<file path="src/hw/rtl/tiip_pkg.sv">
// shared types, constants and helpers of the text image parser
package tiip_pkg;

  localparam int unsigned HEADER_BYTES         = 4;
  localparam int unsigned SEGMENT_HEADER_BYTES = 8;
  localparam int unsigned DATA_ALIGN           = 8;

  localparam logic [23:0] CAPACITY_RESET = 24'd65536;

  localparam logic [7:0] CHAR_NUL   = 8'h00;
  localparam logic [7:0] CHAR_TAB   = 8'h09;
  localparam logic [7:0] CHAR_LF    = 8'h0A;
  localparam logic [7:0] CHAR_CR    = 8'h0D;
  localparam logic [7:0] CHAR_SPACE = 8'h20;
  localparam logic [7:0] CHAR_AT    = 8'h40;
  localparam logic [7:0] CHAR_Q     = 8'h71;

  typedef enum logic [2:0] {
    MODE_START       = 3'd0,
    MODE_ADDR_LEAD   = 3'd1,
    MODE_ADDR_DIGITS = 3'd2,
    MODE_QUIT        = 3'd3,
    MODE_DATA        = 3'd4
  } mode_e;

  typedef enum logic [2:0] {
    KIND_SEGMENT    = 3'd0,
    KIND_DATA       = 3'd1,
    KIND_END_Q      = 3'd2,
    KIND_END_NOQ    = 3'd3,
    KIND_TOO_BIG    = 3'd4,
    KIND_NO_SEGMENT = 3'd5
  } kind_e;

  typedef struct packed {
    mode_e       line_mode;
    logic [31:0] addr;
    logic        stopped;
    logic        tok_active;
    logic [7:0]  tok_val;
    logic        seg_open;
    logic [23:0] seg_size;
    logic [23:0] seg_pos;
    logic [23:0] seg_count;
    logic        finished;
  } state_t;

  typedef struct packed {
    logic        valid;
    kind_e       kind;
    logic [31:0] value;
    logic [23:0] byte_offset;
    logic [23:0] seg_num;
  } res_t;

  localparam state_t ST_RESET = '{
    line_mode:  MODE_START,
    addr:       32'd0,
    stopped:    1'b0,
    tok_active: 1'b0,
    tok_val:    8'd0,
    seg_open:   1'b0,
    seg_size:   24'd0,
    seg_pos:    24'(HEADER_BYTES),
    seg_count:  24'd0,
    finished:   1'b0
  };

  // {ok, digit}
  function automatic logic [4:0] hex_decode(input logic [7:0] c);
    logic [4:0] r;
    r = 5'd0;
    if (c >= 8'h30 && c <= 8'h39) begin
      r = {1'b1, 4'(c - 8'h30)};
    end else if (c >= 8'h61 && c <= 8'h66) begin
      r = {1'b1, 4'(c - 8'h57)};
    end else if (c >= 8'h41 && c <= 8'h46) begin
      r = {1'b1, 4'(c - 8'h37)};
    end
    return r;
  endfunction

endpackage

</file>
<file path="src/hw/rtl/tiip_char_if.sv">
// character request channel
interface tiip_char_if;
  logic       valid;
  logic       ready;
  logic [7:0] character;

  modport source (output valid, output character, input ready);
  modport sink (input valid, input character, output ready);
endinterface

</file>
<file path="src/hw/rtl/tiip_res_if.sv">
// result request channel
interface tiip_res_if;
  logic        valid;
  logic        ready;
  logic [2:0]  kind;
  logic [31:0] value;
  logic [23:0] byte_offset;
  logic [23:0] segment_number;

  modport source (output valid, output kind, output value, output byte_offset,
                  output segment_number, input ready);
  modport sink (input valid, input kind, input value, input byte_offset,
                input segment_number, output ready);
endinterface

</file>
<file path="src/hw/rtl/tiip_step.sv">
// next-state and result logic for one character
module tiip_step (
  input  tiip_pkg::state_t st_i,
  input  logic [7:0]       chr_i,
  input  logic [23:0]      capacity_i,
  output tiip_pkg::state_t st_o,
  output tiip_pkg::res_t   res_o
);

  typedef struct packed {
    tiip_pkg::state_t st;
    tiip_pkg::res_t   res;
  } step_t;

  function automatic step_t tok_end(input tiip_pkg::state_t s, input logic [23:0] cap);
    step_t       r;
    logic [25:0] at;
    r.st  = s;
    r.res = '0;
    r.st.tok_active = 1'b0;
    at = {2'b0, s.seg_pos} + 26'(tiip_pkg::SEGMENT_HEADER_BYTES) + {2'b0, s.seg_size};
    r.res.valid = 1'b1;
    if (!s.seg_open) begin
      r.st.finished = 1'b1;
      r.res.kind    = tiip_pkg::KIND_NO_SEGMENT;
    end else if (at >= {2'b0, cap}) begin
      r.st.finished = 1'b1;
      r.res.kind    = tiip_pkg::KIND_TOO_BIG;
    end else begin
      r.res.kind        = tiip_pkg::KIND_DATA;
      r.res.value       = {24'd0, s.tok_val};
      r.res.byte_offset = s.seg_size;
      r.st.seg_size     = s.seg_size + 24'd1;
    end
    return r;
  endfunction

  function automatic step_t end_line(input tiip_pkg::state_t s, input logic [23:0] cap);
    step_t       r;
    logic [24:0] padded;
    logic [25:0] pos;
    r.st  = s;
    r.res = '0;
    // data size rounded up to the alignment
    padded = ({1'b0, s.seg_size} + 25'(tiip_pkg::DATA_ALIGN - 1))
           & ~25'(tiip_pkg::DATA_ALIGN - 1);
    pos = {2'b0, s.seg_pos}
        + (s.seg_open ? (26'(tiip_pkg::SEGMENT_HEADER_BYTES) + {1'b0, padded}) : 26'd0);
    case (s.line_mode) inside
      tiip_pkg::MODE_ADDR_LEAD, tiip_pkg::MODE_ADDR_DIGITS: begin
        r.res.valid = 1'b1;
        if (pos >= {2'b0, cap}) begin
          r.st.finished = 1'b1;
          r.res.kind    = tiip_pkg::KIND_TOO_BIG;
        end else begin
          r.st.seg_pos   = pos[23:0];
          r.st.seg_open  = 1'b1;
          r.st.seg_size  = 24'd0;
          r.st.seg_count = s.seg_count + 24'd1;
          r.res.kind     = tiip_pkg::KIND_SEGMENT;
          r.res.value    = s.addr;
        end
      end
      tiip_pkg::MODE_QUIT: begin
        r.st.finished = 1'b1;
        r.res.valid   = 1'b1;
        r.res.kind    = tiip_pkg::KIND_END_Q;
        r.res.value   = {8'd0, s.seg_count};
      end
      tiip_pkg::MODE_DATA: begin
        if (s.tok_active) begin
          r = tok_end(s, cap);
        end
      end
      default: begin
      end
    endcase
    r.st.line_mode  = tiip_pkg::MODE_START;
    r.st.tok_active = 1'b0;
    return r;
  endfunction

  step_t            w;
  logic [4:0]       hex;
  logic             is_ws;
  logic             is_eol;
  tiip_pkg::mode_e  mode;
  logic             stopped;
  logic [7:0]       tok_val;

  assign hex    = tiip_pkg::hex_decode(chr_i);
  assign is_ws  = (chr_i == tiip_pkg::CHAR_SPACE) || (chr_i == tiip_pkg::CHAR_TAB);
  assign is_eol = (chr_i == tiip_pkg::CHAR_CR) || (chr_i == tiip_pkg::CHAR_LF);

  always_comb begin
    w.st    = st_i;
    w.res   = '0;
    mode    = st_i.line_mode;
    stopped = st_i.stopped;
    tok_val = st_i.tok_val;
    if (chr_i == tiip_pkg::CHAR_NUL) begin
      if (!st_i.finished) begin
        w = end_line(st_i, capacity_i);
        if (!w.res.valid) begin
          w.res.valid = 1'b1;
          w.res.kind  = tiip_pkg::KIND_END_NOQ;
          w.res.value = {8'd0, w.st.seg_count};
        end
      end
    end else if (st_i.finished) begin
      w.st = st_i;
    end else if (is_eol) begin
      w = end_line(st_i, capacity_i);
    end else if (st_i.line_mode == tiip_pkg::MODE_START && chr_i == tiip_pkg::CHAR_AT) begin
      w.st.line_mode = tiip_pkg::MODE_ADDR_LEAD;
      w.st.addr      = 32'd0;
      w.st.stopped   = 1'b0;
    end else if (st_i.line_mode == tiip_pkg::MODE_START && chr_i == tiip_pkg::CHAR_Q) begin
      w.st.line_mode = tiip_pkg::MODE_QUIT;
    end else begin
      if (mode == tiip_pkg::MODE_START) begin
        mode = tiip_pkg::MODE_DATA;
      end
      w.st.line_mode = mode;
      case (mode)
        tiip_pkg::MODE_ADDR_LEAD: begin
          if (!is_ws) begin
            w.st.line_mode = tiip_pkg::MODE_ADDR_DIGITS;
            if (hex[4]) begin
              w.st.addr = {28'd0, hex[3:0]};
            end else begin
              w.st.stopped = 1'b1;
            end
          end
        end
        tiip_pkg::MODE_ADDR_DIGITS: begin
          if (!st_i.stopped && hex[4]) begin
            w.st.addr = {st_i.addr[27:0], hex[3:0]};
          end else begin
            w.st.stopped = 1'b1;
          end
        end
        tiip_pkg::MODE_DATA: begin
          if (is_ws) begin
            if (st_i.tok_active) begin
              w = tok_end(w.st, capacity_i);
            end
          end else begin
            if (!st_i.tok_active) begin
              stopped = 1'b0;
              tok_val = 8'd0;
            end
            w.st.tok_active = 1'b1;
            if (!stopped && hex[4]) begin
              w.st.tok_val = {tok_val[3:0], hex[3:0]};
              w.st.stopped = stopped;
            end else begin
              w.st.tok_val = tok_val;
              w.st.stopped = 1'b1;
            end
          end
        end
        default: begin
        end
      endcase
    end
  end

  always_comb begin
    res_o         = w.res;
    res_o.seg_num = (w.st.seg_count != 24'd0) ? (w.st.seg_count - 24'd1) : 24'd0;
    st_o          = (chr_i == tiip_pkg::CHAR_NUL) ? tiip_pkg::ST_RESET : w.st;
  end

endmodule

</file>
<file path="src/hw/rtl/ti_txt_image_parser_core.sv">
// top level of the text image parser: input register, step logic, result register
// a character moves from the input register via the step logic into the result register
// one character per cycle when not stalled, set by the single input and result registers
// a stalled result holds its register while the next character waits in the input register
// reset clears the parser state and the pipeline and sets the capacity to 65536 bytes
module ti_txt_image_parser_core (
  input  logic          clk_i,
  input  logic          rst_ni,
  input  logic          cfg_we_i,
  input  logic [23:0]   cfg_data_i,
  tiip_char_if.sink     chr_i,
  tiip_res_if.source    res_o
);

  logic [23:0]      capacity_q;
  logic             in_vld_q;
  logic [7:0]       in_chr_q;
  tiip_pkg::state_t state_q;
  tiip_pkg::state_t state_d;
  tiip_pkg::res_t   res;
  logic             out_vld_q;
  logic [2:0]       out_kind_q;
  logic [31:0]      out_value_q;
  logic [23:0]      out_offset_q;
  logic [23:0]      out_seg_q;
  logic             advance;

  assign advance     = in_vld_q && (!out_vld_q || res_o.ready);
  assign chr_i.ready = !in_vld_q || advance;

  tiip_step u_step (
    .st_i       (state_q),
    .chr_i      (in_chr_q),
    .capacity_i (capacity_q),
    .st_o       (state_d),
    .res_o      (res)
  );

  always_ff @(posedge clk_i or negedge rst_ni) begin
    if (!rst_ni) begin
      capacity_q <= tiip_pkg::CAPACITY_RESET;
    end else if (cfg_we_i) begin
      capacity_q <= cfg_data_i;
    end
  end

  always_ff @(posedge clk_i or negedge rst_ni) begin
    if (!rst_ni) begin
      in_vld_q  <= 1'b0;
      state_q   <= tiip_pkg::ST_RESET;
      out_vld_q <= 1'b0;
    end else begin
      if (chr_i.ready) begin
        in_vld_q <= chr_i.valid;
      end
      if (advance) begin
        state_q   <= state_d;
        out_vld_q <= res.valid;
      end else if (res_o.ready) begin
        out_vld_q <= 1'b0;
      end
    end
  end

  // payload registers
  always_ff @(posedge clk_i) begin
    if (chr_i.ready && chr_i.valid) begin
      in_chr_q <= chr_i.character;
    end
    if (advance && res.valid) begin
      out_kind_q   <= res.kind;
      out_value_q  <= res.value;
      out_offset_q <= res.byte_offset;
      out_seg_q    <= res.seg_num;
    end
  end

  assign res_o.valid          = out_vld_q;
  assign res_o.kind           = out_kind_q;
  assign res_o.value          = out_value_q;
  assign res_o.byte_offset    = out_offset_q;
  assign res_o.segment_number = out_seg_q;

`ifndef SYNTHESIS
  a_finished_silent: assert property (@(posedge clk_i) disable iff (!rst_ni)
    advance && state_q.finished && in_chr_q != tiip_pkg::CHAR_NUL |-> !res.valid)
    else $error("result produced after the file finished");

  a_nul_rearms: assert property (@(posedge clk_i) disable iff (!rst_ni)
    advance && in_chr_q == tiip_pkg::CHAR_NUL |=> state_q == tiip_pkg::ST_RESET)
    else $error("end of text did not rearm the parser");

  a_nul_reports: assert property (@(posedge clk_i) disable iff (!rst_ni)
    advance && in_chr_q == tiip_pkg::CHAR_NUL && !state_q.finished |=> out_vld_q)
    else $error("end of text gave no result");

  a_stall_cause: assert property (@(posedge clk_i) disable iff (!rst_ni)
    !chr_i.ready |-> in_vld_q && out_vld_q && !res_o.ready)
    else $error("input stalled without a held result");

  a_result_load: assert property (@(posedge clk_i) disable iff (!rst_ni)
    advance && res.valid |=> out_vld_q)
    else $error("result lost between step logic and output register");
`endif

endmodule
</file>
<file path="src/flat_wrapper.sv">
// flat-port wrapper written by rule: the top's interface ports become plain ports
module ti_txt_image_parser_core_flat 
  (clk_i, rst_ni, cfg_we_i, cfg_data_i, chr_i_valid, chr_i_character, chr_i_ready, res_o_valid, res_o_kind, res_o_value, res_o_byte_offset, res_o_segment_number, res_o_ready);
  tiip_char_if chr_i_i ();
  tiip_res_if res_o_i ();
  input  logic clk_i;
  input  logic rst_ni;
  input  logic cfg_we_i;
  input  logic [23:0] cfg_data_i;
  input wire logic [$bits(chr_i_i.valid)-1:0] chr_i_valid;
  input wire logic [$bits(chr_i_i.character)-1:0] chr_i_character;
  output wire logic [$bits(chr_i_i.ready)-1:0] chr_i_ready;
  output wire logic [$bits(res_o_i.valid)-1:0] res_o_valid;
  output wire logic [$bits(res_o_i.kind)-1:0] res_o_kind;
  output wire logic [$bits(res_o_i.value)-1:0] res_o_value;
  output wire logic [$bits(res_o_i.byte_offset)-1:0] res_o_byte_offset;
  output wire logic [$bits(res_o_i.segment_number)-1:0] res_o_segment_number;
  input wire logic [$bits(res_o_i.ready)-1:0] res_o_ready;
  assign chr_i_i.valid = chr_i_valid;
  assign chr_i_i.character = chr_i_character;
  assign chr_i_ready = chr_i_i.ready;
  assign res_o_valid = res_o_i.valid;
  assign res_o_kind = res_o_i.kind;
  assign res_o_value = res_o_i.value;
  assign res_o_byte_offset = res_o_i.byte_offset;
  assign res_o_segment_number = res_o_i.segment_number;
  assign res_o_i.ready = res_o_ready;
  ti_txt_image_parser_core u_core (.clk_i(clk_i), .rst_ni(rst_ni), .cfg_we_i(cfg_we_i), .cfg_data_i(cfg_data_i), .chr_i(chr_i_i), .res_o(res_o_i));
endmodule
</file>
<file path="config.mk">
export PLATFORM = sky130hd
export DESIGN_NAME = ti_txt_image_parser_core_flat
export DESIGN_NICKNAME = d
export VERILOG_FILES = /design/src/hw/rtl/tiip_pkg.sv /design/src/hw/rtl/tiip_char_if.sv /design/src/hw/rtl/tiip_res_if.sv /design/src/hw/rtl/tiip_step.sv /design/src/hw/rtl/ti_txt_image_parser_core.sv /design/src/flat_wrapper.sv
export SDC_FILE = /design/constraint.sdc
export NUM_CORES = 1
export LEC_CHECK = 0
export BUFFER_PORTS_ARGS = -buffer_cell sky130_fd_sc_hd__buf_2
export CORE_MARGIN = 1.5
export CORE_UTILIZATION = 45
export CTS_CLUSTER_SIZE = 10
export DETAILED_ROUTE_END_ITERATION = 10
export GPL_ROUTABILITY_DRIVEN = 0
export PLACE_DENSITY = 0.58
export SETUP_SLACK_MARGIN = 0.3
export SYNTH_ARGS = -nofsm -noshare
export SYNTH_HDL_FRONTEND = slang
export SYNTH_SLANG_ARGS = --single-unit
</file>
<file path="constraint.sdc">
create_clock -name clk_i -period 9.7 [get_ports clk_i]
set_input_delay 0.485 -clock clk_i [delete_from_list [all_inputs] [get_ports clk_i]]
set_output_delay 0.485 -clock clk_i [all_outputs]
set_load 0.05 [all_outputs]
</file>
Word-level counts from Yosys, hierarchy flattened --
Index checks and enable logic that the tools add are counted.
Word-level totals: output and inout bits 85, flip-flop bits (word level) 236, input port bits 37, word-level logic and storage cells 180
Operators by class: add/subtract/negate cells 11, reductions and logical operators 37, equal/unequal tests 26, order comparisons 8, multiplexer cells 79
Operator list (number):
- $mux 203 | 10
- $mux 167 | 2
- $mux 157 | 2
- $mux 119 | 2
- $mux 200 | 1
- $mux 37 | 5
- $mux 32 | 5
- $mux 158 | 1
- $mux 73 | 2
- $mux 48 | 3
- $mux 72 | 2
- $pmux 33 s3 | 1
- $mux 84 | 1
- $mux 36 | 2
- $mux 35 | 2
- $ge 26x24->1 | 2
- $add 24x1->24 const B | 2
- $mux 24 | 2
- $mux 8 | 4
- $mux 3 | 10
- $ne 5x5->1 const B | 6
- $add 24x26->26 | 1
- $add 25x24->26 | 1
- $add 4x25->26 const A | 1
- other kinds (42) | 91

Depth between registers and ports, before layout --
Gate-level depths: netlist of the first run.
word-level depth 25, mapped depth 42, depth with buffers taken out 39

Cells and area by module --
From an unflattened synthesis of the first run, not the netlist that was laid out.
Second synthesis, totals: cells, all modules 1985, area total of the unflattened synthesis 18606.6 um^2
Modules (own cells, without submodules):
- tiip_step | cells an instance 1581, times used 1, seq. area each 0.0 um^2, area an instance 9958.3 um^2
- ti_txt_image_parser_core | cells an instance 404, times used 1, seq. area each 6363.6 um^2, area an instance 8648.3 um^2

Worst setup path before layout of the first run --
No wires, ideal clock.
path kind reg2reg, start reg u_core.in_chr_q[1], end reg u_core.out_offset_q[0] (netlist: u_core.res_o.byte_offset[0]) (enable), path slack 1.016 ns, library setup time 0.650 ns, period minus slack after synthesis 8.684 ns, cell stages (with the launch flop) 8, data required time 9.050 ns, arrival time 8.034 ns, path through edfxtp_1 inv_1 ha_1 mux2i_1 nor4_1 clkbuf_1 a21oi_1 a211oi_1
Between the ends: cells in the longest elaborated chain, start to end 10
RTL lines:
- start, declared | RTL line ti_txt_image_parser_core.sv:17 | logic [7:0] in_chr_q;
- start signal, assigned | RTL line ti_txt_image_parser_core.sv:68 | in_chr_q <= chr_i.character;
- $eq 8x6->1 / $eq 8x4->1 (equally long branches) | RTL line tiip_step.sv:92 | assign is_ws = (chr_i == tiip_pkg::CHAR_SPACE) || (chr_i == tiip_pkg::CHAR_TAB);
- $logic_or 1x1->1 | RTL line tiip_step.sv:92
- $mux 158 | RTL line tiip_step.sv:144 | if (is_ws) begin
- $mux 167 | RTL line tiip_step.sv:125 | case (mode)
- $mux 200 | RTL line tiip_step.sv:118 | end else if (st_i.line_mode == tiip_pkg::MODE_START && chr_i == tiip_pkg::CHAR_Q) begin
- $mux 167 | RTL line tiip_step.sv:114 | end else if (st_i.line_mode == tiip_pkg::MODE_START && chr_i == tiip_pkg::CHAR_AT) begin
- $mux 203 | RTL line tiip_step.sv:112 | end else if (is_eol) begin
- $mux 84 | RTL line tiip_step.sv:110 | end else if (st_i.finished) begin
- $mux 203 (*) | RTL line tiip_step.sv:101 | if (chr_i == tiip_pkg::CHAR_NUL) begin
- $logic_and 1x1->1 (*) | RTL line ti_txt_image_parser_core.sv:70 | if (advance && res.valid) begin
- end signal, assigned | RTL line ti_txt_image_parser_core.sv:73 | out_offset_q <= res.byte_offset;
- end, declared | RTL line ti_txt_image_parser_core.sv:24 | logic [23:0] out_offset_q;
Every way passes the cells marked *; elsewhere a longest branch is shown, timed or not. The select of a mux whose other input is x is not followed. A chain may end at the register's enable or synchronous reset.

Worst setup path after layout of the first run --
start reg u_core.state_q[54] (netlist bit), end reg u_core.out_seg_q[18] (netlist: u_core.res_o.segment_number[18]) (data pin)
Between the ends: cells in the longest elaborated chain, start to end 11
RTL lines:
- start, declared | RTL line ti_txt_image_parser_core.sv:18 | tiip_pkg::state_t state_q;
- start signal, assigned | RTL line ti_txt_image_parser_core.sv:50 | state_q <= tiip_pkg::ST_RESET;
- start signal, assigned | RTL line ti_txt_image_parser_core.sv:57 | state_q <= state_d;
- $add 24x3->25 (*) | RTL line tiip_step.sv:45 | padded = ({1'b0, s.seg_size} + 25'(tiip_pkg::DATA_ALIGN - 1))
- $add 4x25->26 (*) | RTL line tiip_step.sv:48 | + (s.seg_open ? (26'(tiip_pkg::SEGMENT_HEADER_BYTES) + {1'b0, padded}) : 26'd0);
- $mux 26 (*) | RTL line tiip_step.sv:48
- $add 24x26->26 (*) | RTL line tiip_step.sv:48
- $ge 26x24->1 (*) | RTL line tiip_step.sv:52 | if (pos >= {2'b0, cap}) begin
- $mux 73 (*) | RTL line tiip_step.sv:52
- $mux 73 (*) | RTL line tiip_step.sv:49 | case (s.line_mode) inside
- $mux 203 | RTL line tiip_step.sv:112
- $mux 119 | RTL line tiip_step.sv:110
- $mux 203 (*) | RTL line tiip_step.sv:101
- $sub 24x1->24 / $reduce_bool 24->1 (equally long branches) | RTL line tiip_step.sv:171 | res_o.seg_num = (w.st.seg_count != 24'd0) ? (w.st.seg_count - 24'd1) : 24'd0;
- end signal, assigned | RTL line ti_txt_image_parser_core.sv:74 | out_seg_q <= res.seg_num;
- end, declared | RTL line ti_txt_image_parser_core.sv:25 | logic [23:0] out_seg_q;
Marked as above.

==> impl_metrics.yaml, run 1 <==
status:
  status: "finished, violations left"
  violations: "hold timing"
timing:
  setup_violations: 0
  hold_ws_ps: -5.51
  period_needed_ps: 8760
  tightest_slew_ps: 1250
  timing_hold_violations_final: 6
  slew_headroom_pct: 15.9
  fin_setup_tns_ps: 0
  rsz0062_at_grt: "no"
  max_freq_ghz: 0.114
  post-route-period-util_pct: 90.4
  finalClockSkew_ps: 20.7
  maxSlewViolCount: 0
pwr:
  p_per_area_mw_per_mm2: 125
  vdd_drop_max_mv: 0.105
  p_total_mw: 2.39
  leakage_nw: 8.41
floorplan:
  die_w_um: 198
  core_mm2: 0.0376
  fp.dieH_um: 198
  io_pins: 122
  dieArea_mm2: 0.0393
  row_count: 71
  start_util_pct: 45.6
worst_setup_path:
  required_ps: 10140
  critPathArrivalTime_ps: 9200
  max_stage_delay_ps: 740
  crit_path_start_kind: "flop"
  endpoint_kind: "flop"
  crit_slowest_cell: "or4_1"
  path_common_cell: "ha_1"
  path_class: "reg2reg"
  path_max_fanout: 16
drt:
  first_iter_violations: 1655
  final_antenna_net_count: 0
  routed_wl_um: 53500
  via_per_inst: 6.14
  drtPass1Iterations: 6
  routedWlPerCell_um: 21.2
  num_vias: 15473
  drcViolationCount: 0
logic_synthesis:
  synth_adder_area_share_pct: 9.43
  syn_avg_cell_area_um2: 8.95
  synthMuxAreaShare_pct: 1.41
  synth_top_family_by_area: "compound AO/OA/AOI/OAI gates"
  syn_inst: 1916
  ys_ff_latch: 236
  synthSimpleGateAreaFrac_pct: 20.2
  yosysWarnings: 0
  synth-xor-area-share_pct: 6.18
  synth-edff-count: 91
  ys_types: 89
  synth_ff_type: "dfrtp_1"
  synth_compound_area_share_pct: 21.7
  synthArstFlopShare_pct: 61.4
  seq_area_frac_synth_pct: 37.1
  synth_fp_nets: 2081
  synth_area_mm2: 0.0171
cells_and_area:
  mostFrequentLayoutCells: "167 x nand2_1, 146 x nor2_1, 143 x dfrtp_1, 131 x o21ai_0, 126 x ha_1"
  syn2layout_area_growth_pct: 11.8
  layout_commonest_cell: "nand2_1"
  diodes: 0
  fillers: 3553
  nets: 2148
  post-route-util_pct: 51.0
  layout-drive-gt1-share_pct: 11.6
min_path:
  hold_class: "in2async"
global_routing:
  grt_pass1_wl_um: 83500
  grt_max_degree: 85
  grt_usage_pct: 27.1
  antenna_found_initial: 0
  grt_pass1_vias: 14608
  overflow: 0
clock_tree:
  clk_latency_ps: 590
  cts-root-buf: "clkbuf_16"
  clkSlewWorstSetupHoldPaths_ps: 60
  ctsHtreeMaxLevel: 1
  cts_buffers: 30
  cts_hold_buffers: 0
  cts_sinks: 236
  cts_max_path_buffers: 3
  cts_tree: "built"
placement:
  hpwlAfterDp_um: 39200
  numPortBuffers: 121
job:
  drv_cap: 0
-- final timing paths --
check | from | endpoint | slack (ps) | cells after the start
max | u_core.state_q[54] | u_core.res_o.segment_number[18] | 940 | 29
max in group asynchronous | rst_ni | u_core.state_q[13] | 8290 | 2
max reg2reg | u_core.state_q[54] | u_core.res_o.segment_number[18] | 940 | 29
min in group clk_i | chr_i_character[2] | u_core.in_chr_q[2] | 80 | 1
min | rst_ni | u_core.capacity_q[3] | -6 | 1
min reg2reg | u_core.state_q[77] | u_core.state_q[77] | 490 | 2
-- routing by layer --
layer | global-route usage, % | share of wire [%]
met2 | 42.5 | 44
met3 | 3.37 | 7.4
met4 | 6.96 | 2.3
met5 | 0 | 0
met1 | 39.4 | 46
-- area by class of cell --
class                   instances  area [µm²]  area share (%)
well taps                     511         639            3.33
clock inverters                 9        95.1           0.496
clock buffers                  47         845            4.40
multi-input cells            1506       10200            53.1
flip-flops and latches        236        6360            33.2
inverters                      61         229            1.19
repair buffers                148         815            4.25
-- cell families after synthesis --
logic type      Yosys count
simple gates            683
mux                      22
fa+ha+maj               128
compound gates          552
buf+inv                 174
flops                   236
xor+xnor                121
-- timing repair --
item                       in CTS  in global routing
setup endpoints to repair       0                 23
resized for setup               0                  2
setup buffers                   0                  0
-- Yosys cell counts, drive strengths merged, types with 18 or more instances --
| cell type | n | area, µm² |
|---|---|---|
| a21o | 35 | 263 |
| nand4 | 40 | 263 |
| nor4 | 25 | 178 |
| nand2b | 25 | 156 |
| and3 | 49 | 307 |
| nor2 | 148 | 561 |
| nand2 | 167 | 627 |
| dfrtp | 143 | 3580 |
| and2 | 23 | 144 |
| a31oi | 24 | 165 |
| clkbuf | 97 | 364 |
| o31ai | 19 | 143 |
| a21oi | 106 | 531 |
| xor2 | 41 | 359 |
| o22ai | 19 | 119 |
| nand3 | 65 | 325 |
| inv | 61 | 229 |
| mux2i | 18 | 196 |
| xnor2 | 80 | 701 |
| o21ai | 134 | 671 |
| o21a | 22 | 165 |
| nor3 | 63 | 320 |
| a22o | 66 | 578 |
| ha | 126 | 1580 |
| edfxtp | 91 | 2730 |
-- worst max-delay path: cells and delay by family, from the launching register on --
family,cells,cell delay [ps]
xor+xnor,3,690
mux,2,440
buf+inv,2,500
simple gates,10,2860
compound gates,9,2490
fa+ha+maj,3,920
flops,1,700
-- flip-flops by register name (all words and copies together) (netlist names) --
| signal | cells |
|---|---|
| u_core.capacity_q | 24 |
| u_core.state_q | 119 |
| u_core.res_o.segment_number | 24 |
| u_core.res_o.byte_offset | 24 |
| u_core.res_o.valid | 1 |
| u_core.in_chr_q | 8 |
| u_core.res_o.kind | 3 |
| u_core.res_o.value | 32 |
| u_core.in_vld_q | 1 |
-- metrics by stage --
step / area [µm²] / hold WS (ps) / std cells / setup WS [ps]
global placement: 18200 / 472 / 2462 / 1080
finish: 19200 / -5.51 / 2518 / 936
CTS: 19200 / 8.71 / 2518 / 761
global route: 19200 / 51.2 / 2518 / 346
detailed placement: 18200 / 477 / 2462 / 792
floorplan: 17100 / 189 / 1916 / 1020
-- where the power goes --
group	switching, mW	internal [mW]	total [mW]
logic	0.144	0.0730	0.217
registers	0.0426	1.06	1.11
clock network	0.445	0.623	1.07
total	0.631	1.76	2.39
(Power assumes the default switching activity.)
==> run 2: changes to the inputs <==
BUFFER_PORTS_ARGS = not set   (was -buffer_cell sky130_fd_sc_hd__buf_2)
CORE_ASPECT_RATIO = 1.75   (was not set)
DONT_BUFFER_PORTS = 1   (was not set)
PLACE_DENSITY = 0.56   (was 0.58)
clock period = 9 ns   (was 9.7 ns; I/O delays follow)
==> run 2 against run 1 <==
Against the previous run: the flow now finishes without violations; utilization fell by 0.86 points; count of clock-buffer cells in the layout up 4; critical path depth is 4 higher; non-clock buffer count fell by 77; worst setup slack got worse by 130 ps; register-to-register slack worse by 130 ps; first-iteration DRC count is 39% lower; highest routed layer is now met5.
==> impl_metrics.yaml, run 2 (synthesis gave the netlist of run 1 again) <==
clock_tree:
  ctsHtreeMaxLevel: 1
  cts-root-buf: "clkbuf_16"
  clkSlewWorstSetupHoldPaths_ps: 60
  postCtsSetupBuffers: 0
  cts_sinks: 236
  clk_latency_ps: 570
  cts_tree: "built"
  cts_max_path_buffers: 3
  cts_buffers: 28
status:
  status: "complete, no violations"
pwr:
  p_per_area_mw_per_mm2: 133
  leakage_nw: 8.07
  vdd_drop_max_mv: 0.136
  p_total_mw: 2.52
timing:
  setup_violations: 0
  tightest_slew_ps: 1410
  maxSlewViolCount: 0
  period_needed_ps: 8190
  fin_setup_tns_ps: 0
  post-route-period-util_pct: 91.0
  rsz0062_at_grt: "no"
  timing_hold_violations_final: 0
  finalClockSkew_ps: 25.1
  slew_headroom_pct: 5.36
  max_freq_ghz: 0.122
cells_and_area:
  mostFrequentLayoutCells: "167 x nand2_1, 145 x nor2_1, 138 x dfrtp_1, 129 x o21ai_0, 126 x ha_1"
  largest-register: "u_core.state_q"
  fillers: 3608
  post-route-util_pct: 50.2
  syn2layout_area_growth_pct: 10.1
  diodes: 0
  layout_commonest_cell: "nand2_1"
  nets: 2069
  largest_reg_flops: 119
  layout-drive-gt1-share_pct: 6.85
worst_setup_path:
  path_max_fanout: 9
  path_buf_inv: 2
  startpoint: "u_core.state_q[49]"
  rrSetupSlack_ps: 810
  crit_path_start_kind: "flop"
  reg2reg_from: "u_core.state_q[49]"
  required_ps: 9410
  rr_endpoint: "u_core.res_o.segment_number[17]"
  critPathArrivalTime_ps: 8600
  max_stage_delay_ps: 670
  crit_family: "simple AND/OR/NAND/NOR gates"
  endpoint_kind: "flop"
  crit_slowest_cell: "or4b_2"
  path_class: "reg2reg"
  ff2ff_path_depth: 33
placement:
  numPortBuffers: 0
  hpwlAfterDp_um: 42300
drt:
  via_per_inst: 6.36
  num_vias: 15304
  first_iter_violations: 1010
  routed_wl_um: 57100
  final_antenna_net_count: 0
  drtPass1Iterations: 6
  routedWlPerCell_um: 23.7
  drcViolationCount: 0
floorplan:
  row_count: 94
  core_mm2: 0.0376
  die_w_um: 151
  io_pins: 122
  dieArea_mm2: 0.0393
  start_util_pct: 45.6
  fp.dieH_um: 261
min_path:
  worstHoldStart: "cfg_we_i"
  min_to: "u_core.capacity_q[14]"
  hold_class: "in2reg"
  hold_depth: 2
global_routing:
  grt_max_degree: 146
  grt_pass1_vias: 15453
  overflow: 0
  grt_pass1_wl_um: 86400
  antenna_found_initial: 1
  grt_usage_pct: 28.8
job:
  drv_cap: 0
==> run 2: area by class of cell <==
| type | instances | area, µm² | area share, % |
|---|---|---|---|
| clock inverter | 1 | 3.75 | 0.0199 |
| sequential | 236 | 6370 | 33.7 |
| tap | 480 | 601 | 3.18 |
| timing repair buffer | 71 | 626 | 3.31 |
| clock buffer | 51 | 838 | 4.44 |
| inverter | 61 | 229 | 1.21 |
| multi-input combinational | 1506 | 10200 | 54.1 |
==> run 2: where the power goes <==
part | leakage (nW) | switching [mW] | total, mW | internal, mW
Sequential | 2.82 | 0.0494 | 1.20 | 1.15
Combinational | 4.85 | 0.154 | 0.238 | 0.0842
Clock | 0.403 | 0.463 | 1.08 | 0.620
Total | 8.07 | 0.666 | 2.52 | 1.85
==> run 2: worst max-delay path by stage <==
stage	end	slack [ps]	cells after the start
after floorplan	u_core.res_o.byte_offset[0]	320	7
after global placement	u_core.res_o.segment_number[19]	600	34
after detailed placement	u_core.res_o.segment_number[19]	440	33
after CTS	u_core.res_o.segment_number[19]	380	33
after global routing	u_core.res_o.segment_number[17]	280	34
final	u_core.res_o.segment_number[17]	810	33
==> run 2: per-stage QoR <==
step                hold WS [ps]  cell area [µm²]  instances  setup slack (ps)
floorplan                    154            17100       1916               316
global placement             160            17700       2329               597
detailed placement           161            17700       2329               442
CTS                         2.37            18800       2406               377
global route                8.14            18900       2406               279
finish                      18.1            18900       2406               808
==> run 2: repair_timing <==
item,CTS,global route
endpoints found under the hold margin,177,0
resized for setup,0,12
setup endpoints to repair,0,50
hold buffers,25,0
==> run 2: worst reg2reg max path: cells and delay by family (launching register included) <==
kind | cells | cell delay [ps]
AND/OR/NAND/NOR | 14 | 3550
AO/OA/AOI/OAI | 11 | 2210
adder cells (fa/ha/maj) | 3 | 890
flip-flops | 1 | 460
multiplexers | 2 | 420
buffers and inverters | 2 | 290
XOR/XNOR | 1 | 200
==> run 2: layer usage <==
layer	vias up	GRT usage [%]	share of wire [%]
met4	2	21.2	7.9
met2	565	52.0	52
met5	-	0	0.012
li1	7120	-	-
met3	251	4.22	5.0
met1	7366	29.7	36
